File: src/hw/rtl/pcss_pkg.sv
`timescale 1ns / 1ps

package pcss_pkg;

  localparam int EXT_W  = 6;
  localparam int OP_W   = 3;
  localparam int TONE_W = 3;

  typedef enum logic [OP_W-1:0] {
    OP_REGISTER   = 3'd0,
    OP_UNREGISTER = 3'd1,
    OP_PICKUP     = 3'd2,
    OP_HANGUP     = 3'd3,
    OP_DIAL       = 3'd4
  } op_t;

  typedef enum logic [TONE_W-1:0] {
    TONE_ONHOOK    = 3'd0,
    TONE_RINGING   = 3'd1,
    TONE_DIALTONE  = 3'd2,
    TONE_RINGBACK  = 3'd3,
    TONE_BUSY      = 3'd4,
    TONE_CONNECTED = 3'd5,
    TONE_ERROR     = 3'd6
  } tone_t;

  // One extension table entry.
  typedef struct packed {
    logic             regd;
    tone_t            ls;
    logic             pv;
    logic [EXT_W-1:0] pi;
  } entry_t;

  typedef struct packed {
    logic [EXT_W-1:0] dest;
    tone_t            tone;
    logic [EXT_W-1:0] num;
  } notice_t;

  typedef enum logic [2:0] {
    ST_IDLE,
    ST_GET_U,
    ST_GET_E,
    ST_NOTE0,
    ST_NOTE1
  } state_t;

  // Commands from the controller to the datapath.
  typedef struct packed {
    logic load;
    logic cap_u;
    logic plan;
    logic note0;
    logic note1;
  } cmd_t;

  // Status from the datapath to the controller.
  typedef struct packed {
    logic go;
    logic more;
  } status_t;

endpackage

File: src/hw/rtl/pcss_ctrl.sv
`timescale 1ns / 1ps

module pcss_ctrl (
  input  logic               clk,
  input  logic               rst_n,
  input  logic               start,
  input  pcss_pkg::status_t  status,
  output pcss_pkg::cmd_t     cmd,
  output logic               busy
);

  pcss_pkg::state_t state_r;
  pcss_pkg::state_t state_nxt;

  always_ff @(posedge clk) begin
    if (!rst_n) begin
      state_r <= pcss_pkg::ST_IDLE;
    end else begin
      state_r <= state_nxt;
    end
  end

  always_comb begin
    state_nxt = state_r;
    cmd       = '0;
    busy      = 1'b1;
    unique case (state_r)
      pcss_pkg::ST_IDLE: begin
        busy = 1'b0;
        if (start) begin
          cmd.load  = 1'b1;
          state_nxt = pcss_pkg::ST_GET_U;
        end
      end
      pcss_pkg::ST_GET_U: begin
        cmd.cap_u = 1'b1;
        state_nxt = status.go ? pcss_pkg::ST_GET_E : pcss_pkg::ST_IDLE;
      end
      pcss_pkg::ST_GET_E: begin
        cmd.plan  = 1'b1;
        state_nxt = pcss_pkg::ST_NOTE0;
      end
      pcss_pkg::ST_NOTE0: begin
        cmd.note0 = 1'b1;
        state_nxt = status.more ? pcss_pkg::ST_NOTE1 : pcss_pkg::ST_IDLE;
      end
      pcss_pkg::ST_NOTE1: begin
        cmd.note1 = 1'b1;
        state_nxt = pcss_pkg::ST_IDLE;
      end
      default: begin
        state_nxt = pcss_pkg::ST_IDLE;
      end
    endcase
  end

endmodule

File: src/hw/rtl/pcss_datapath.sv
`timescale 1ns / 1ps

module pcss_datapath #(
  parameter int MAX_EXTENSIONS = 64
) (
  input  logic                         clk,
  input  logic                         rst_n,
  input  pcss_pkg::cmd_t               cmd,
  output pcss_pkg::status_t            status,
  input  logic [pcss_pkg::OP_W-1:0]    in_op,
  input  logic [pcss_pkg::EXT_W-1:0]   in_unit,
  input  logic [pcss_pkg::EXT_W-1:0]   in_target,
  output logic                         out_valid,
  output logic [pcss_pkg::EXT_W-1:0]   out_dest_ext,
  output logic [pcss_pkg::TONE_W-1:0]  out_tone,
  output logic [pcss_pkg::EXT_W-1:0]   out_number,
  output logic                         out_last
);

  localparam int EXT_SPAN  = 2 ** pcss_pkg::EXT_W;
  localparam int TBL_DEPTH = (MAX_EXTENSIONS < EXT_SPAN) ? MAX_EXTENSIONS : EXT_SPAN;
  localparam int AW        = $clog2(TBL_DEPTH);

  // Latched event.
  logic [pcss_pkg::OP_W-1:0]  op_r;
  logic [pcss_pkg::EXT_W-1:0] unit_r;
  logic [pcss_pkg::EXT_W-1:0] target_r;

  // Extension table: payload in a memory, a written flag per entry in flops.
  pcss_pkg::entry_t mem_r [TBL_DEPTH];
  logic [TBL_DEPTH-1:0] vld_r;
  pcss_pkg::entry_t rdata_r;
  logic             rvalid_r;
  logic             rd_en;
  logic [AW-1:0]    rd_addr;
  logic             wr_en;
  logic [AW-1:0]    wr_addr;
  pcss_pkg::entry_t wr_data;
  pcss_pkg::entry_t rd_ent;

  // Captured unit entry and the address of the second entry.
  pcss_pkg::entry_t           ent_u_r;
  logic [pcss_pkg::EXT_W-1:0] e_addr_r;
  logic [pcss_pkg::EXT_W-1:0] e_addr_sel;

  // Plan of writes and notices.
  pcss_pkg::notice_t n0_r, n0_nxt;
  pcss_pkg::notice_t n1_r, n1_nxt;
  logic [1:0]        cnt_r, cnt_nxt;
  pcss_pkg::entry_t  wu_r, wu_nxt;
  pcss_pkg::entry_t  we_r, we_nxt;
  logic              wre_r, wre_nxt;

  logic c_ok;
  logic t_ok;
  logic rel_hit;
  pcss_pkg::notice_t rel_note;
  pcss_pkg::tone_t   rel_ls;
  pcss_pkg::tone_t   s;

  assign rd_ent = rvalid_r ? rdata_r : '0;

  always_ff @(posedge clk) begin
    if (cmd.load) begin
      op_r     <= in_op;
      unit_r   <= in_unit;
      target_r <= in_target;
    end
    if (cmd.cap_u) begin
      ent_u_r  <= rd_ent;
      e_addr_r <= e_addr_sel;
    end
  end

  assign status.go = (op_r <= pcss_pkg::OP_W'(pcss_pkg::OP_DIAL)) &&
                     (32'(unit_r) < MAX_EXTENSIONS);
  assign status.more = wre_r || (cnt_r == 2'd2);

  assign e_addr_sel = (op_r == pcss_pkg::OP_W'(pcss_pkg::OP_DIAL)) ? target_r : rd_ent.pi;

  assign rd_en   = cmd.load || cmd.cap_u;
  assign rd_addr = cmd.load ? in_unit[AW-1:0] : e_addr_sel[AW-1:0];

  always_comb begin
    wr_en   = 1'b0;
    wr_addr = unit_r[AW-1:0];
    wr_data = wu_r;
    if (cmd.note0) begin
      wr_en = 1'b1;
    end else if (cmd.note1) begin
      wr_en   = wre_r;
      wr_addr = e_addr_r[AW-1:0];
      wr_data = we_r;
    end
  end

  always_ff @(posedge clk) begin
    if (wr_en) begin
      mem_r[wr_addr] <= wr_data;
    end
    if (rd_en) begin
      rdata_r  <= mem_r[rd_addr];
      rvalid_r <= vld_r[rd_addr];
    end
  end

  always_ff @(posedge clk) begin
    if (!rst_n) begin
      vld_r <= '0;
    end else if (wr_en) begin
      vld_r[wr_addr] <= 1'b1;
    end
  end

  // The peer leaves a call: it falls back to dial tone or on hook.
  always_comb begin
    rel_hit  = 1'b0;
    rel_ls   = rd_ent.ls;
    rel_note = '{dest: ent_u_r.pi, tone: pcss_pkg::TONE_DIALTONE, num: '0};
    if (rd_ent.ls == pcss_pkg::TONE_CONNECTED || rd_ent.ls == pcss_pkg::TONE_RINGBACK) begin
      rel_hit = 1'b1;
      rel_ls  = pcss_pkg::TONE_DIALTONE;
    end else if (rd_ent.ls == pcss_pkg::TONE_RINGING) begin
      rel_hit       = 1'b1;
      rel_ls        = pcss_pkg::TONE_ONHOOK;
      rel_note.tone = pcss_pkg::TONE_ONHOOK;
      rel_note.num  = ent_u_r.pi;
    end
  end

  assign c_ok = ent_u_r.pv && (32'(ent_u_r.pi) < MAX_EXTENSIONS);
  assign t_ok = 32'(target_r) < MAX_EXTENSIONS;
  assign s    = ent_u_r.ls;

  always_comb begin
    cnt_nxt = 2'd0;
    n0_nxt  = '{dest: unit_r, tone: pcss_pkg::TONE_ONHOOK, num: '0};
    n1_nxt  = '{dest: unit_r, tone: pcss_pkg::TONE_ONHOOK, num: '0};
    wu_nxt  = ent_u_r;
    we_nxt  = rd_ent;
    wre_nxt = 1'b0;
    if (op_r == pcss_pkg::OP_W'(pcss_pkg::OP_REGISTER)) begin
      if (!ent_u_r.regd) begin
        wu_nxt.regd = 1'b1;
        wu_nxt.ls   = pcss_pkg::TONE_ONHOOK;
        wu_nxt.pv   = 1'b0;
        cnt_nxt     = 2'd1;
        n0_nxt.num  = unit_r;
      end
    end else if (ent_u_r.regd) begin
      case (op_r)
        pcss_pkg::OP_W'(pcss_pkg::OP_UNREGISTER): begin
          wu_nxt.regd = 1'b0;
          wu_nxt.ls   = pcss_pkg::TONE_ONHOOK;
          wu_nxt.pv   = 1'b0;
          if (c_ok) begin
            wre_nxt   = 1'b1;
            we_nxt.ls = rel_ls;
            we_nxt.pv = 1'b0;
            if (rel_hit) begin
              cnt_nxt = 2'd1;
              n0_nxt  = rel_note;
            end
          end
        end
        pcss_pkg::OP_W'(pcss_pkg::OP_PICKUP): begin
          cnt_nxt = 2'd1;
          if (s == pcss_pkg::TONE_RINGING && c_ok) begin
            wu_nxt.ls = pcss_pkg::TONE_CONNECTED;
            wre_nxt   = 1'b1;
            we_nxt.ls = pcss_pkg::TONE_CONNECTED;
            cnt_nxt   = 2'd2;
            n0_nxt    = '{dest: unit_r, tone: pcss_pkg::TONE_CONNECTED, num: ent_u_r.pi};
            n1_nxt    = '{dest: ent_u_r.pi, tone: pcss_pkg::TONE_CONNECTED, num: unit_r};
          end else if (s == pcss_pkg::TONE_ONHOOK || s == pcss_pkg::TONE_RINGING) begin
            wu_nxt.ls   = pcss_pkg::TONE_DIALTONE;
            wu_nxt.pv   = 1'b0;
            n0_nxt.tone = pcss_pkg::TONE_DIALTONE;
          end else if (s == pcss_pkg::TONE_CONNECTED) begin
            n0_nxt.tone = pcss_pkg::TONE_CONNECTED;
            n0_nxt.num  = ent_u_r.pv ? ent_u_r.pi : '0;
          end else begin
            n0_nxt.tone = s;
          end
        end
        pcss_pkg::OP_W'(pcss_pkg::OP_HANGUP): begin
          wu_nxt.ls  = pcss_pkg::TONE_ONHOOK;
          wu_nxt.pv  = 1'b0;
          cnt_nxt    = 2'd1;
          n0_nxt.num = unit_r;
          if (c_ok) begin
            wre_nxt   = 1'b1;
            we_nxt.ls = rel_ls;
            we_nxt.pv = 1'b0;
            if (rel_hit) begin
              cnt_nxt = 2'd2;
              n1_nxt  = rel_note;
            end
          end
        end
        pcss_pkg::OP_W'(pcss_pkg::OP_DIAL): begin
          cnt_nxt = 2'd1;
          if (s == pcss_pkg::TONE_DIALTONE) begin
            if (!t_ok || !rd_ent.regd) begin
              wu_nxt.ls   = pcss_pkg::TONE_ERROR;
              n0_nxt.tone = pcss_pkg::TONE_ERROR;
            end else if (rd_ent.ls == pcss_pkg::TONE_ONHOOK) begin
              wu_nxt.ls   = pcss_pkg::TONE_RINGBACK;
              wu_nxt.pv   = 1'b1;
              wu_nxt.pi   = target_r;
              wre_nxt     = 1'b1;
              we_nxt.ls   = pcss_pkg::TONE_RINGING;
              we_nxt.pv   = 1'b1;
              we_nxt.pi   = unit_r;
              cnt_nxt     = 2'd2;
              n0_nxt.tone = pcss_pkg::TONE_RINGBACK;
              n1_nxt      = '{dest: target_r, tone: pcss_pkg::TONE_RINGING, num: '0};
            end else begin
              wu_nxt.ls   = pcss_pkg::TONE_BUSY;
              n0_nxt.tone = pcss_pkg::TONE_BUSY;
            end
          end else if (s == pcss_pkg::TONE_CONNECTED) begin
            n0_nxt.tone = pcss_pkg::TONE_CONNECTED;
            n0_nxt.num  = ent_u_r.pv ? ent_u_r.pi : '0;
          end else if (s == pcss_pkg::TONE_ONHOOK) begin
            n0_nxt.num = unit_r;
          end else begin
            n0_nxt.tone = s;
          end
        end
        default: begin
          cnt_nxt = 2'd0;
        end
      endcase
    end
  end

  always_ff @(posedge clk) begin
    if (cmd.plan) begin
      n0_r  <= n0_nxt;
      n1_r  <= n1_nxt;
      cnt_r <= cnt_nxt;
      wu_r  <= wu_nxt;
      we_r  <= we_nxt;
      wre_r <= wre_nxt;
    end
  end

  assign out_valid    = (cmd.note0 && (cnt_r != 2'd0)) || (cmd.note1 && (cnt_r == 2'd2));
  assign out_dest_ext = cmd.note1 ? n1_r.dest : n0_r.dest;
  assign out_tone     = cmd.note1 ? n1_r.tone : n0_r.tone;
  assign out_number   = cmd.note1 ? n1_r.num : n0_r.num;
  assign out_last     = cmd.note1 || (cnt_r == 2'd1);

  a_note_in_slot: assert property (@(posedge clk) disable iff (!rst_n)
    out_valid |-> (cmd.note0 || cmd.note1))
    else $error("notice outside a notice slot");

  a_second_is_last: assert property (@(posedge clk) disable iff (!rst_n)
    (cmd.note1 && out_valid) |-> out_last)
    else $error("second notice not marked last");

  a_last_ends_event: assert property (@(posedge clk) disable iff (!rst_n)
    (out_valid && out_last) |=> !out_valid)
    else $error("notice follows the last notice of an event");

  a_pair_follows: assert property (@(posedge clk) disable iff (!rst_n)
    (cmd.note0 && cnt_r == 2'd2) |=> (out_valid && out_last))
    else $error("second notice of a pair missing");

endmodule

File: src/hw/rtl/pbx_call_state_switch_core.sv
`timescale 1ns / 1ps

// Call controller for a table of telephone extensions.
// An event (op, unit, target) is transferred in at a rising edge where start
// is high and busy is low. busy stays high until the event is fully handled.
// Each event produces zero to two tone notices. A notice is on the out_ ports
// for exactly one cycle while out_valid is high; out_last marks the final
// notice of the event. The receiver cannot stall, so every notice is a
// transfer at the edge that ends its cycle.
// After the accepting edge the sequencer passes GET_U and GET_E; the first
// notice appears in NOTE0 and a second one follows in the next cycle, in
// NOTE1, which is used only when a second table entry is written or a
// second notice is sent. No new event is taken until the sequencer is back
// in idle. Events with an unknown op or a unit outside the table return to
// idle after GET_U. The table has one read and one write port: the issuing
// entry and the second entry (peer or dialed target) are read one after the
// other, and the two entries are written back in separate cycles.
// Reset (rst_n low, synchronous) returns the controller to idle and marks
// every table entry unwritten; unwritten entries read as unregistered, on
// hook and without a peer, so no clearing pass is needed.
module pbx_call_state_switch_core #(
  parameter int MAX_EXTENSIONS = 64
) (
  input  logic                         clk,
  input  logic                         rst_n,
  input  logic                         start,
  output logic                         busy,
  input  logic [pcss_pkg::OP_W-1:0]    in_op,
  input  logic [pcss_pkg::EXT_W-1:0]   in_unit,
  input  logic [pcss_pkg::EXT_W-1:0]   in_target,
  output logic                         out_valid,
  output logic [pcss_pkg::EXT_W-1:0]   out_dest_ext,
  output logic [pcss_pkg::TONE_W-1:0]  out_tone,
  output logic [pcss_pkg::EXT_W-1:0]   out_number,
  output logic                         out_last
);

  // Commands and status between the sequencer and the table datapath.
  pcss_pkg::cmd_t    cmd;
  pcss_pkg::status_t status;

  // The sequencer steps through read, plan and write-back of one event.
  pcss_ctrl u_ctrl (
    .clk    (clk),
    .rst_n  (rst_n),
    .start  (start),
    .status (status),
    .cmd    (cmd),
    .busy   (busy)
  );

  // The datapath holds the extension table and works out the call logic.
  pcss_datapath #(
    .MAX_EXTENSIONS (MAX_EXTENSIONS)
  ) u_datapath (
    .clk          (clk),
    .rst_n        (rst_n),
    .cmd          (cmd),
    .status       (status),
    .in_op        (in_op),
    .in_unit      (in_unit),
    .in_target    (in_target),
    .out_valid    (out_valid),
    .out_dest_ext (out_dest_ext),
    .out_tone     (out_tone),
    .out_number   (out_number),
    .out_last     (out_last)
  );

endmodule
File: config.mk
export PLATFORM = sky130hd
export DESIGN_NAME = pbx_call_state_switch_core
export DESIGN_NICKNAME = d
export VERILOG_FILES = /design/src/hw/rtl/pcss_pkg.sv /design/src/hw/rtl/pcss_ctrl.sv /design/src/hw/rtl/pcss_datapath.sv /design/src/hw/rtl/pbx_call_state_switch_core.sv
export SDC_FILE = /design/constraint.sdc
export NUM_CORES = 1
export LEC_CHECK = 0
export ABC_AREA = 1
export BUFFER_PORTS_ARGS = -buffer_cell sky130_fd_sc_hd__buf_2
export CORE_ASPECT_RATIO = 0.8
export CORE_UTILIZATION = 29
export CTS_BUF_LIST = sky130_fd_sc_hd__clkbuf_16
export DETAILED_ROUTE_END_ITERATION = 10
export PLACE_DENSITY = 0.51
export SKIP_LAST_GASP = 1
export SYNTH_ARGS = -nofsm -noshare
export SYNTH_HDL_FRONTEND = slang
export SYNTH_SLANG_ARGS = --single-unit
File: constraint.sdc
create_clock -name clk -period 3.1 [get_ports clk]
set_input_delay 0.465 -clock clk [delete_from_list [all_inputs] [get_ports clk]]
set_output_delay 0.465 -clock clk [all_outputs]
set_load 0.01 [all_outputs]
==> qor_table.md, run 1 <==
| Item | Value | Unit |
|---|---|---|
| Register-to-register setup slack | 70 | ps |
| First-pass iteration count of the detailed router | 9 | - |
| Post-route standard cell area excluding fillers | 45300 | um2 |
| Time the final worst path needs with I/O delays and setup | 3030 | ps |
| FF-to-FF Start | u_datapath.op_r[0]$_DFFE_PP_ | - |
| Largest cells by area after synthesis | sky130_fd_sc_hd__edfxtp_1, sky130_fd_sc_hd__nand3_1, sky130_fd_sc_hd__nand2_1 | - |
| Library cell with the largest summed area after synthesis | sky130_fd_sc_hd__edfxtp_1 | - |
| Die height | 329 | um |
| Width of the chip | 411 | um |
| Yosys warns | 0 | - |
| Clock root buffer master | sky130_fd_sc_hd__clkbuf_16 | - |
| Rows | 119 | - |
| Actual slew at the worst max-slew pin | 1180 | ps |
| Number of setup violations in the final report | 0 | - |
| # diodes | 0 | - |
| Buffer count from post-CTS setup fixing | 0 | - |
| Max IR drop VDD | 0.381 | mV |
| Setup repair after global routing missed its margin | true | - |
| Final hold viol count | 0 | - |
| Synthesis-stage register bit count | 870 | - |
| Startpoint kind of the worst setup timing path | register | - |
| Global-route wire length before repair | 173000 | um |
| Critical path fanouts, max | 44 | - |
| Final routed wirelength across all metal layers | 116000 | um |
| Global routing usage summed across all routing layers | 17.1 | % |
| Number of antenna violations at the first check in global routing | 0 | - |
| Unique cell type count in the Yosys netlist | 35 | - |
| Area of the die | 135000 | um2 |
| CTS tree | yes | - |
| Residual antenna-violating net count after detailed routing | 0 | - |
| R2r worst-path depth | 14 | - |
| Worst endpoint required time | 3530 | ps |
| Dpl hpwl | 69900 | um |
| Pwr per Cell Area | 686 | nW/um2 |
| FFs w/ async S/R, synth | 0 | % |
| Worst-path cell chain | nor2_4, nand2_2, nand2_1, nand3_2, nand2_8, buf_16, buf_16, nand2_1, nand3_1, nand3_1, nand3_1, nand3_1, nand3_1, nand2_1 | - |
| Result of the run | finished, violations left | - |
| Worst setup path startpoint | u_datapath.op_r[0]$_DFFE_PP_ | - |
| Mean instance size in the synthesized netlist | 9.82 | um2 |
| Worst endpoint data arrival time | 3470 | ps |
| P&R area growth vs syn | 17.1 | % |
| Portion of the clock cycle consumed by the worst path in the final layout | 97.9 | % |
| Detailed Route Iter0 Violations | 3072 | - |
| Synth Flop Type | sky130_fd_sc_hd__edfxtp_1 | - |
| CP max stage cell | sky130_fd_sc_hd__edfxtp_1 | - |
| Leading post-synthesis cells by instance count | sky130_fd_sc_hd__nand2_1, sky130_fd_sc_hd__inv_1, sky130_fd_sc_hd__nand3_1 | - |
| Number of stages on the worst setup path | 14 | - |
| Post-Route Utilization | 34.3 | % |
| Clock H-tree levels | 3 | - |
| Delay-heaviest family, CP | simple AND/OR/NAND/NOR gates | - |
| Clock Tree Buf Depth | 3 | - |
| Synthesized instance count | 3945 | - |
| Classification of the worst setup path | reg -> reg | - |
| Layout cells sized above 1 | 9.72 | % |
| Gp weighted congestion | 0.874 | - |
| Vias post-DR | 27564 | - |
| Slew Limit Fails | 0 | - |
| Number of enable-type register cells in the synthesized netlist | 803 | - |
| Most common cell on crit path | sky130_fd_sc_hd__nand3_1 | - |
| Placeable Area | 132000 | um2 |
| Critical Path Sink Type | register | - |
| Endpoint of the lowest-slack register-to-register path | u_datapath.rdata_r[1]$_DFFE_PP_ | - |
| Clock-pin slew reported for the worst setup and hold paths after clock tree synthesis | 70 | ps |
| Area post-placement | 42100 | um2 |
| Number of nets in the final layout | 4088 | - |
| Final setup skew | 34.8 | ps |
| Final routed DRC violation total | 11 | - |
| F_max | 330 | MHz |
| Maximum number of pins on one net before global-route repair | 68 | - |
| Most common cell in the netlist | sky130_fd_sc_hd__nand2_1 | - |
| Total grt overflow | 0 | - |
| Share of Yosys cell area claimed by the top area cell type | 62.3 | % |
| Slew headroom | 21.5 | % |
| Initial cell density of the core | 29.3 | % |
| Critical Path Max Stage Delay | 460 | ps |
| Count of port buffers added during placement | 35 | - |
| Net count of the mapped netlist | 3963 | - |
| Skew-Pair Late Insertion Delay | 700 | ps |
| Via count of the first global-routing pass | 25840 | - |
| Critical Path End | u_datapath.rdata_r[1]$_DFFE_PP_ | - |
| Hold_sp | in_unit[2] | - |
| Worst Hold Class | in -> reg | - |
| Routed len/inst | 19.7 | um |
| Crit path buffers/inverters | 2 | - |
| Power Total | 31.1 | mW |
| Setup TNS after final layout | 0 | ps |
| Number of CTS-inserted buffers | 90 | - |
| Post-Synthesis Cell Area | 38700 | um2 |
| Violations in the final reports | DRC | - |
| Ratio of routed vias to standard cells | 4.67 | - |
| Proportion of synthesized chip area in sequential cells | 65.7 | % |
| CTS sink cnt | 870 | - |
| Leakage dissipation | 18.8 | nW |
| Ports placed on the boundary | 36 | - |
| Worst-case hold slack | 48.4 | ps |
| Max_cap viols | 0 | - |
-- cell usage in the layout, fill, tap and decap left out, types with 3 or more instances in the layout --
master,count
sky130_fd_sc_hd__nand2_1,830
sky130_fd_sc_hd__inv_1,844
sky130_fd_sc_hd__nand3_2,19
sky130_fd_sc_hd__nand3_1,795
sky130_fd_sc_hd__nor3_1,11
sky130_fd_sc_hd__buf_2,35
sky130_fd_sc_hd__o21ai_1,5
sky130_fd_sc_hd__edfxtp_1,803
sky130_fd_sc_hd__a211oi_1,4
sky130_fd_sc_hd__clkbuf_16,93
sky130_fd_sc_hd__dlygate4sd3_1,12
sky130_fd_sc_hd__nor2_4,3
sky130_fd_sc_hd__bufinv_16,10
sky130_fd_sc_hd__clkinvlp_4,3
sky130_fd_sc_hd__buf_12,45
sky130_fd_sc_hd__a32oi_1,6
sky130_fd_sc_hd__o221ai_1,5
sky130_fd_sc_hd__a21oi_1,5
sky130_fd_sc_hd__o21ai_4,3
sky130_fd_sc_hd__mux2_2,26
sky130_fd_sc_hd__buf_4,125
sky130_fd_sc_hd__clkinv_1,23
sky130_fd_sc_hd__dfxtp_1,67
sky130_fd_sc_hd__o31ai_1,3
sky130_fd_sc_hd__o22ai_1,11
sky130_fd_sc_hd__clkinv_2,17
sky130_fd_sc_hd__o21ai_0,56
sky130_fd_sc_hd__nor2_1,253
-- cell type report --
| type | count | area [um2] |
|---|---|---|
| Timing Repair Buffer | 222 | 2240 |
| Clock inverter | 74 | 626 |
| Fill cell | 13240 | 86700 |
| Clock buffer | 92 | 2300 |
| Multi-Input combinational cell | 2056 | 9410 |
| Sequential cell | 870 | 25500 |
| Tap cell | 1754 | 2190 |
| Inverter | 830 | 3120 |
-- worst min path at each step --
stage	end	slack [ps]	cells after the start
final	u_datapath.unit_r[2]$_DFFE_PP_	50	1
after global routing	u_datapath.unit_r[2]$_DFFE_PP_	20	1
after CTS	u_datapath.unit_r[2]$_DFFE_PP_	3	1
after detailed placement	u_datapath.vld_r[40]$_SDFFE_PN0N_	460	2
after global placement	u_datapath.vld_r[38]$_SDFFE_PN0N_	450	2
after floorplan	u_datapath.vld_r[0]$_SDFFE_PN0N_	440	2
-- kinds of logic (layout without fill, tap and decap cells) --
logic type | Yosys count | after routing | synth area share [%]
multiplexers | 26 | 26 | 0.756
flip-flops | 870 | 870 | 65.7
AND/OR/NAND/NOR | 1925 | 1925 | 21.5
AO/OA/AOI/OAI | 105 | 105 | 1.63
buffers and inverters | 1019 | 1218 | 10.4
-- power by group --
group	switching (mW)	total, mW	internal, mW	leakage (nW)
Clock	4.75	11.0	6.22	1.50
Combinational	4.93	6.97	2.04	9.46
Sequential	0.120	13.1	13.0	7.79
-- routing by layer --
layer	wire length (um)	track usage, %	share of wire [%]
met5	0	0	0
met2	48500	24.6	42
met3	8630	3.21	7.4
met4	2330	3.76	2.0
met1	56600	26.3	49
-- through the flow --
| step | setup WS [ps] | std cells |
|---|---|---|
| detailed placement | -34.5 | 5719 |
| floorplan | 628 | 3945 |
| finish | 66.5 | 5898 |
| CTS | 14.8 | 5897 |
| global placement | -59.7 | 5719 |
| global route | -31.6 | 5898 |
-- sequential cells by signal, indices dropped and copies added, names as in the netlist --
name,cells
u_datapath.vld_r,64
u_datapath.ent_u_r,7
u_datapath.n0_r,15
u_datapath.wre_r,1
u_datapath.n1_r,15
u_ctrl.state_r,3
u_datapath.op_r,3
u_datapath.rdata_r,11
u_datapath.unit_r,6
u_datapath.e_addr_r,6
u_datapath.rvalid_r,1
u_datapath.c_ok,1
u_datapath.wu_r,11
u_datapath.mem_r,704
u_datapath.we_r,11
u_datapath.cnt_r,2
u_datapath.s,3
u_datapath.target_r,6
-- what timing repair did --
item / in CTS / in global routing
gates cloned: 0 / 1
hold buffers: 12 / 0
endpoints found under the hold margin: 12 / 0
resized for setup: 3 / 21
setup endpoints to repair: 3 / 100
Note: power is estimated with default switching activity, not from simulation.
==> run 2: changes to the inputs <==
--- a/config.mk
+++ b/config.mk
@@ -11,6 +11,7 @@
 export CORE_UTILIZATION = 29
 export CTS_BUF_LIST = sky130_fd_sc_hd__clkbuf_16
 export DETAILED_ROUTE_END_ITERATION = 10
+export MAX_ROUTING_LAYER = met4
 export PLACE_DENSITY = 0.51
 export SKIP_LAST_GASP = 1
 export SYNTH_ARGS = -nofsm -noshare
==> run 2 against run 1 <==
The flow still finishes with violations (DRC). Sequential share of layout area grew 0.15 points. Utilization decreased by 0.091 points. Routed wire length fell by 1.1%. Power decreased by 1.2%. Via count shrank 1.0%. Non-clock buffer count fell by 2. Fmax rose by 0.87%. Count of clock-buffer cells in the layout increased by 2. Largest power group unchanged. Cell area down 0.26%. Sequential power hardly changed. Largest cell class unchanged.
==> qor_table.md, run 2 (same netlist as run 1, synthesis figures left out) <==
| Item | Value | Unit | Change |
|---|---|---|---|
| Result of the run | finished, violations left | - |  |
| Violations in the final reports | DRC | - |  |
| Critical Path Sink Type | register | - |  |
| Number of setup violations in the final report | 0 | - | unchanged |
| Detailed Route Iter0 Violations | 2801 | - | -8.8% |
| Number of CTS-inserted buffers | 92 | - | +2.2% |
| Number of antenna violations at the first check in global routing | 0 | - | unchanged |
| Critical path fanouts, max | 33 | - | -25% |
| # diodes | 0 | - | unchanged |
| Global routing usage summed across all routing layers | 17.4 | % | +0.25 points |
| R2r worst-path depth | 12 | - | -2 |
| Slew Limit Fails | 0 | - | unchanged |
| Count of port buffers added during placement | 35 | - | unchanged |
| Leakage dissipation | 18.7 | nW | -0.16% |
| Slew headroom | 22.0 | % | +0.49 points |
| Hold Path End | u_datapath.unit_r[1]$_DFFE_PP_ | - |  |
| Area of the die | 135000 | um2 | unchanged |
| Post-route standard cell area excluding fillers | 45200 | um2 | -0.26% |
| Width of the chip | 411 | um | unchanged |
| Portion of the clock cycle consumed by the worst path in the final layout | 97.0 | % | -0.84 points |
| Residual antenna-violating net count after detailed routing | 0 | - | unchanged |
| Minimum setup slack in the final design | 92.7 | ps | +26.2 ps |
| Startpoint kind of the worst setup timing path | register | - |  |
| Worst-case hold slack | 95.5 | ps | +47.1 ps |
| Max reg flops | 704 | - | unchanged |
| Clock Tree Buf Depth | 3 | - | unchanged |
| Clock root buffer master | sky130_fd_sc_hd__clkbuf_16 | - |  |
| CTS tree | yes | - |  |
| Register with the most flip-flops | u_datapath.mem_r | - |  |
| Gp weighted congestion | 0.902 | - | +3.2% |
| Setup repair after global routing missed its margin | true | - |  |
| FF-to-FF Start | u_ctrl.state_r[0]$_SDFFE_PN0P_ | - |  |
| Amount of wire on met3 after detailed routing | 8560 | um | -0.87% |
| Die height | 329 | um | unchanged |
| Top sig layer | met4 | - |  |
| Final setup skew | 49.0 | ps | +14.2 ps |
| Area post-placement | 42100 | um2 | -0.11% |
| Met2 WL | 47700 | um | -1.7% |
| Dpl hpwl | 68400 | um | -2.0% |
| Actual slew at the worst max-slew pin | 1170 | ps | -7.30 ps |
| Clock-pin slew reported for the worst setup and hold paths after clock tree synthesis | 60 | ps | about the same |
| Classification of the worst setup path | reg -> reg | - |  |
| Wire length on met1 | 56100 | um | -0.99% |
| Vias post-DR | 27278 | - | -1.0% |
| Most frequent cells in the layout | sky130_fd_sc_hd__inv_1, sky130_fd_sc_hd__nand2_1, sky130_fd_sc_hd__nand3_1 | - |  |
| Final routed DRC violation total | 11 | - | unchanged |
| Initial cell density of the core | 29.3 | % | unchanged |
| Worst endpoint required time | 3630 | ps | +100 ps |
| Layout fillers | 13265 | - | +0.19% |
| Clock H-tree levels | 3 | - | unchanged |
| Setup TNS after final layout | 0 | ps | unchanged |
| Final hold viol count | 0 | - | unchanged |
| Power Total | 30.7 | mW | -1.2% |
| Pre-CTS setup slack | -27.6 | ps | +6.82 ps |
| Via count of the first global-routing pass | 25412 | - | -1.7% |
| Max IR drop VDD | 0.408 | mV | +7.2% |
| Flip-flop and latch area | 25500 | um2 | unchanged |
| Final routed wirelength across all metal layers | 115000 | um | -1.1% |
| F_max | 333 | MHz | +0.87% |
| Ports placed on the boundary | 36 | - | unchanged |
| Register-to-register setup slack | 90 | ps | +30 ps |
| First-pass iteration count of the detailed router | 9 | - | unchanged |
| Layout cells sized above 1 | 9.38 | % | -0.35 points |
| Hold_sp | in_unit[1] | - |  |
| Skew-Pair Late Insertion Delay | 710 | ps | about the same |
| P&R area growth vs syn | 16.8 | % |  |
| Worst Hold Class | in -> reg | - |  |
| Commonest non-fill, non-tap cell in the layout | sky130_fd_sc_hd__inv_1 | - |  |
| Maximum number of pins on one net before global-route repair | 68 | - | unchanged |
| Total grt overflow | 0 | - | unchanged |
| Number of cells on the worst hold path | 1 | - | unchanged |
| Area of combinational cells with multiple inputs | 9350 | um2 | -0.64% |
| Endpoint of the lowest-slack register-to-register path | u_datapath.vld_r[15]$_SDFFE_PN0N_ | - |  |
| Number of nets in the final layout | 4088 | - | unchanged |
| Time the final worst path needs with I/O delays and setup | 3010 | ps | -26.2 ps |
| Pwr per Cell Area | 679 | nW/um2 | -0.93% |
| CTS sink cnt | 870 | - | unchanged |
| Max_cap viols | 0 | - | unchanged |
| Global-route wire length before repair | 170000 | um | -1.7% |
| Registers with the most flip-flops | u_datapath.mem_r x704, u_datapath.vld_r x64 | - |  |
| Worst endpoint data arrival time | 3540 | ps | +70 ps |
| Ratio of routed vias to standard cells | 4.62 | - | -1.1% |
| Rows | 119 | - | unchanged |
| Placeable Area | 132000 | um2 | unchanged |
| Routed len/inst | 19.5 | um | -1.2% |
==> run 2: cell count changes in the layout (fill, tap and decap cells not counted), sizes merged, moves of 2 or more <==
cell    before  now
bufinv      10    4
clkinv      42   50
buf        209  207
inv        849  853
==> run 2: final cells by class <==
| cell class | instances | share of cell area (%) |
|---|---|---|
| multi-input combinational | 2056 | 20.7 |
| clock buffer | 94 | 5.20 |
| tap | 1754 | 4.85 |
| clock inverter | 79 | 1.18 |
| inverter | 830 | 6.90 |
| timing repair buffer | 220 | 4.91 |
| sequential | 870 | 56.3 |
==> run 2: per-layer routing <==
metal / vias to the layer above / track usage [%]
li1: 13038 / -
met1: 13119 / 26.1
met2: 973 / 24.1
met3: 148 / 2.58
met4: 0 / 4.58
met5: - / -
==> run 2: worst max-delay path, cell delays in order, from the launching register on <==
cell,delay (ps)
sky130_fd_sc_hd__dfxtp_1,340
sky130_fd_sc_hd__nor2_4,160
sky130_fd_sc_hd__nand2_1,200
sky130_fd_sc_hd__buf_12,250
sky130_fd_sc_hd__o21ai_0,490
sky130_fd_sc_hd__nor2_1,110
sky130_fd_sc_hd__inv_1,130
sky130_fd_sc_hd__nor2_1,50
sky130_fd_sc_hd__inv_1,610
sky130_fd_sc_hd__nor2_1,170
sky130_fd_sc_hd__buf_12,200
sky130_fd_sc_hd__nor2_1,80
sky130_fd_sc_hd__nor2_1,40
==> run 2: worst max path at each step <==
stage	startpoint	to	cells after the start
global route	u_ctrl.state_r[1]$_SDFFE_PN0P_	u_datapath.vld_r[7]$_SDFFE_PN0N_	12
finish	u_ctrl.state_r[0]$_SDFFE_PN0P_	u_datapath.vld_r[15]$_SDFFE_PN0N_	12
detailed placement	start	u_datapath.rvalid_r$_DFFE_PP_	13
global placement	start	u_datapath.rvalid_r$_DFFE_PP_	13
floorplan	u_ctrl.state_r[0]$_SDFFE_PN0P_	u_datapath.rdata_r[0]$_DFFE_PP_	3
CTS	u_datapath.op_r[1]$_DFFE_PP_	u_datapath.rvalid_r$_DFFE_PP_	13
==> run 2: report_power, final <==
part,internal [mW],leakage [nW],total (mW),switching (mW)
Clock,5.86,1.51,10.7,4.83
Combinational,2.02,9.43,6.89,4.87
Sequential,13.0,7.79,13.1,0.115
==> run 2: metrics by stage <==
| step | cells | utilization, % |
|---|---|---|
| CTS | 5897 | 34.2 |
| global route | 5903 | 34.2 |
| floorplan | 3945 | - |
| finish | 5903 | 34.2 |
| detailed placement | 5711 | 31.9 |
| global placement | 5711 | 31.9 |
==> run 2: repair_timing <==
action / in CTS / in global routing
gates resized for setup: 0 / 11
hold endpoints to repair: 13 / 0
setup endpoints to repair: 0 / 64
setup buffers: 0 / 6
hold buffers: 13 / 0
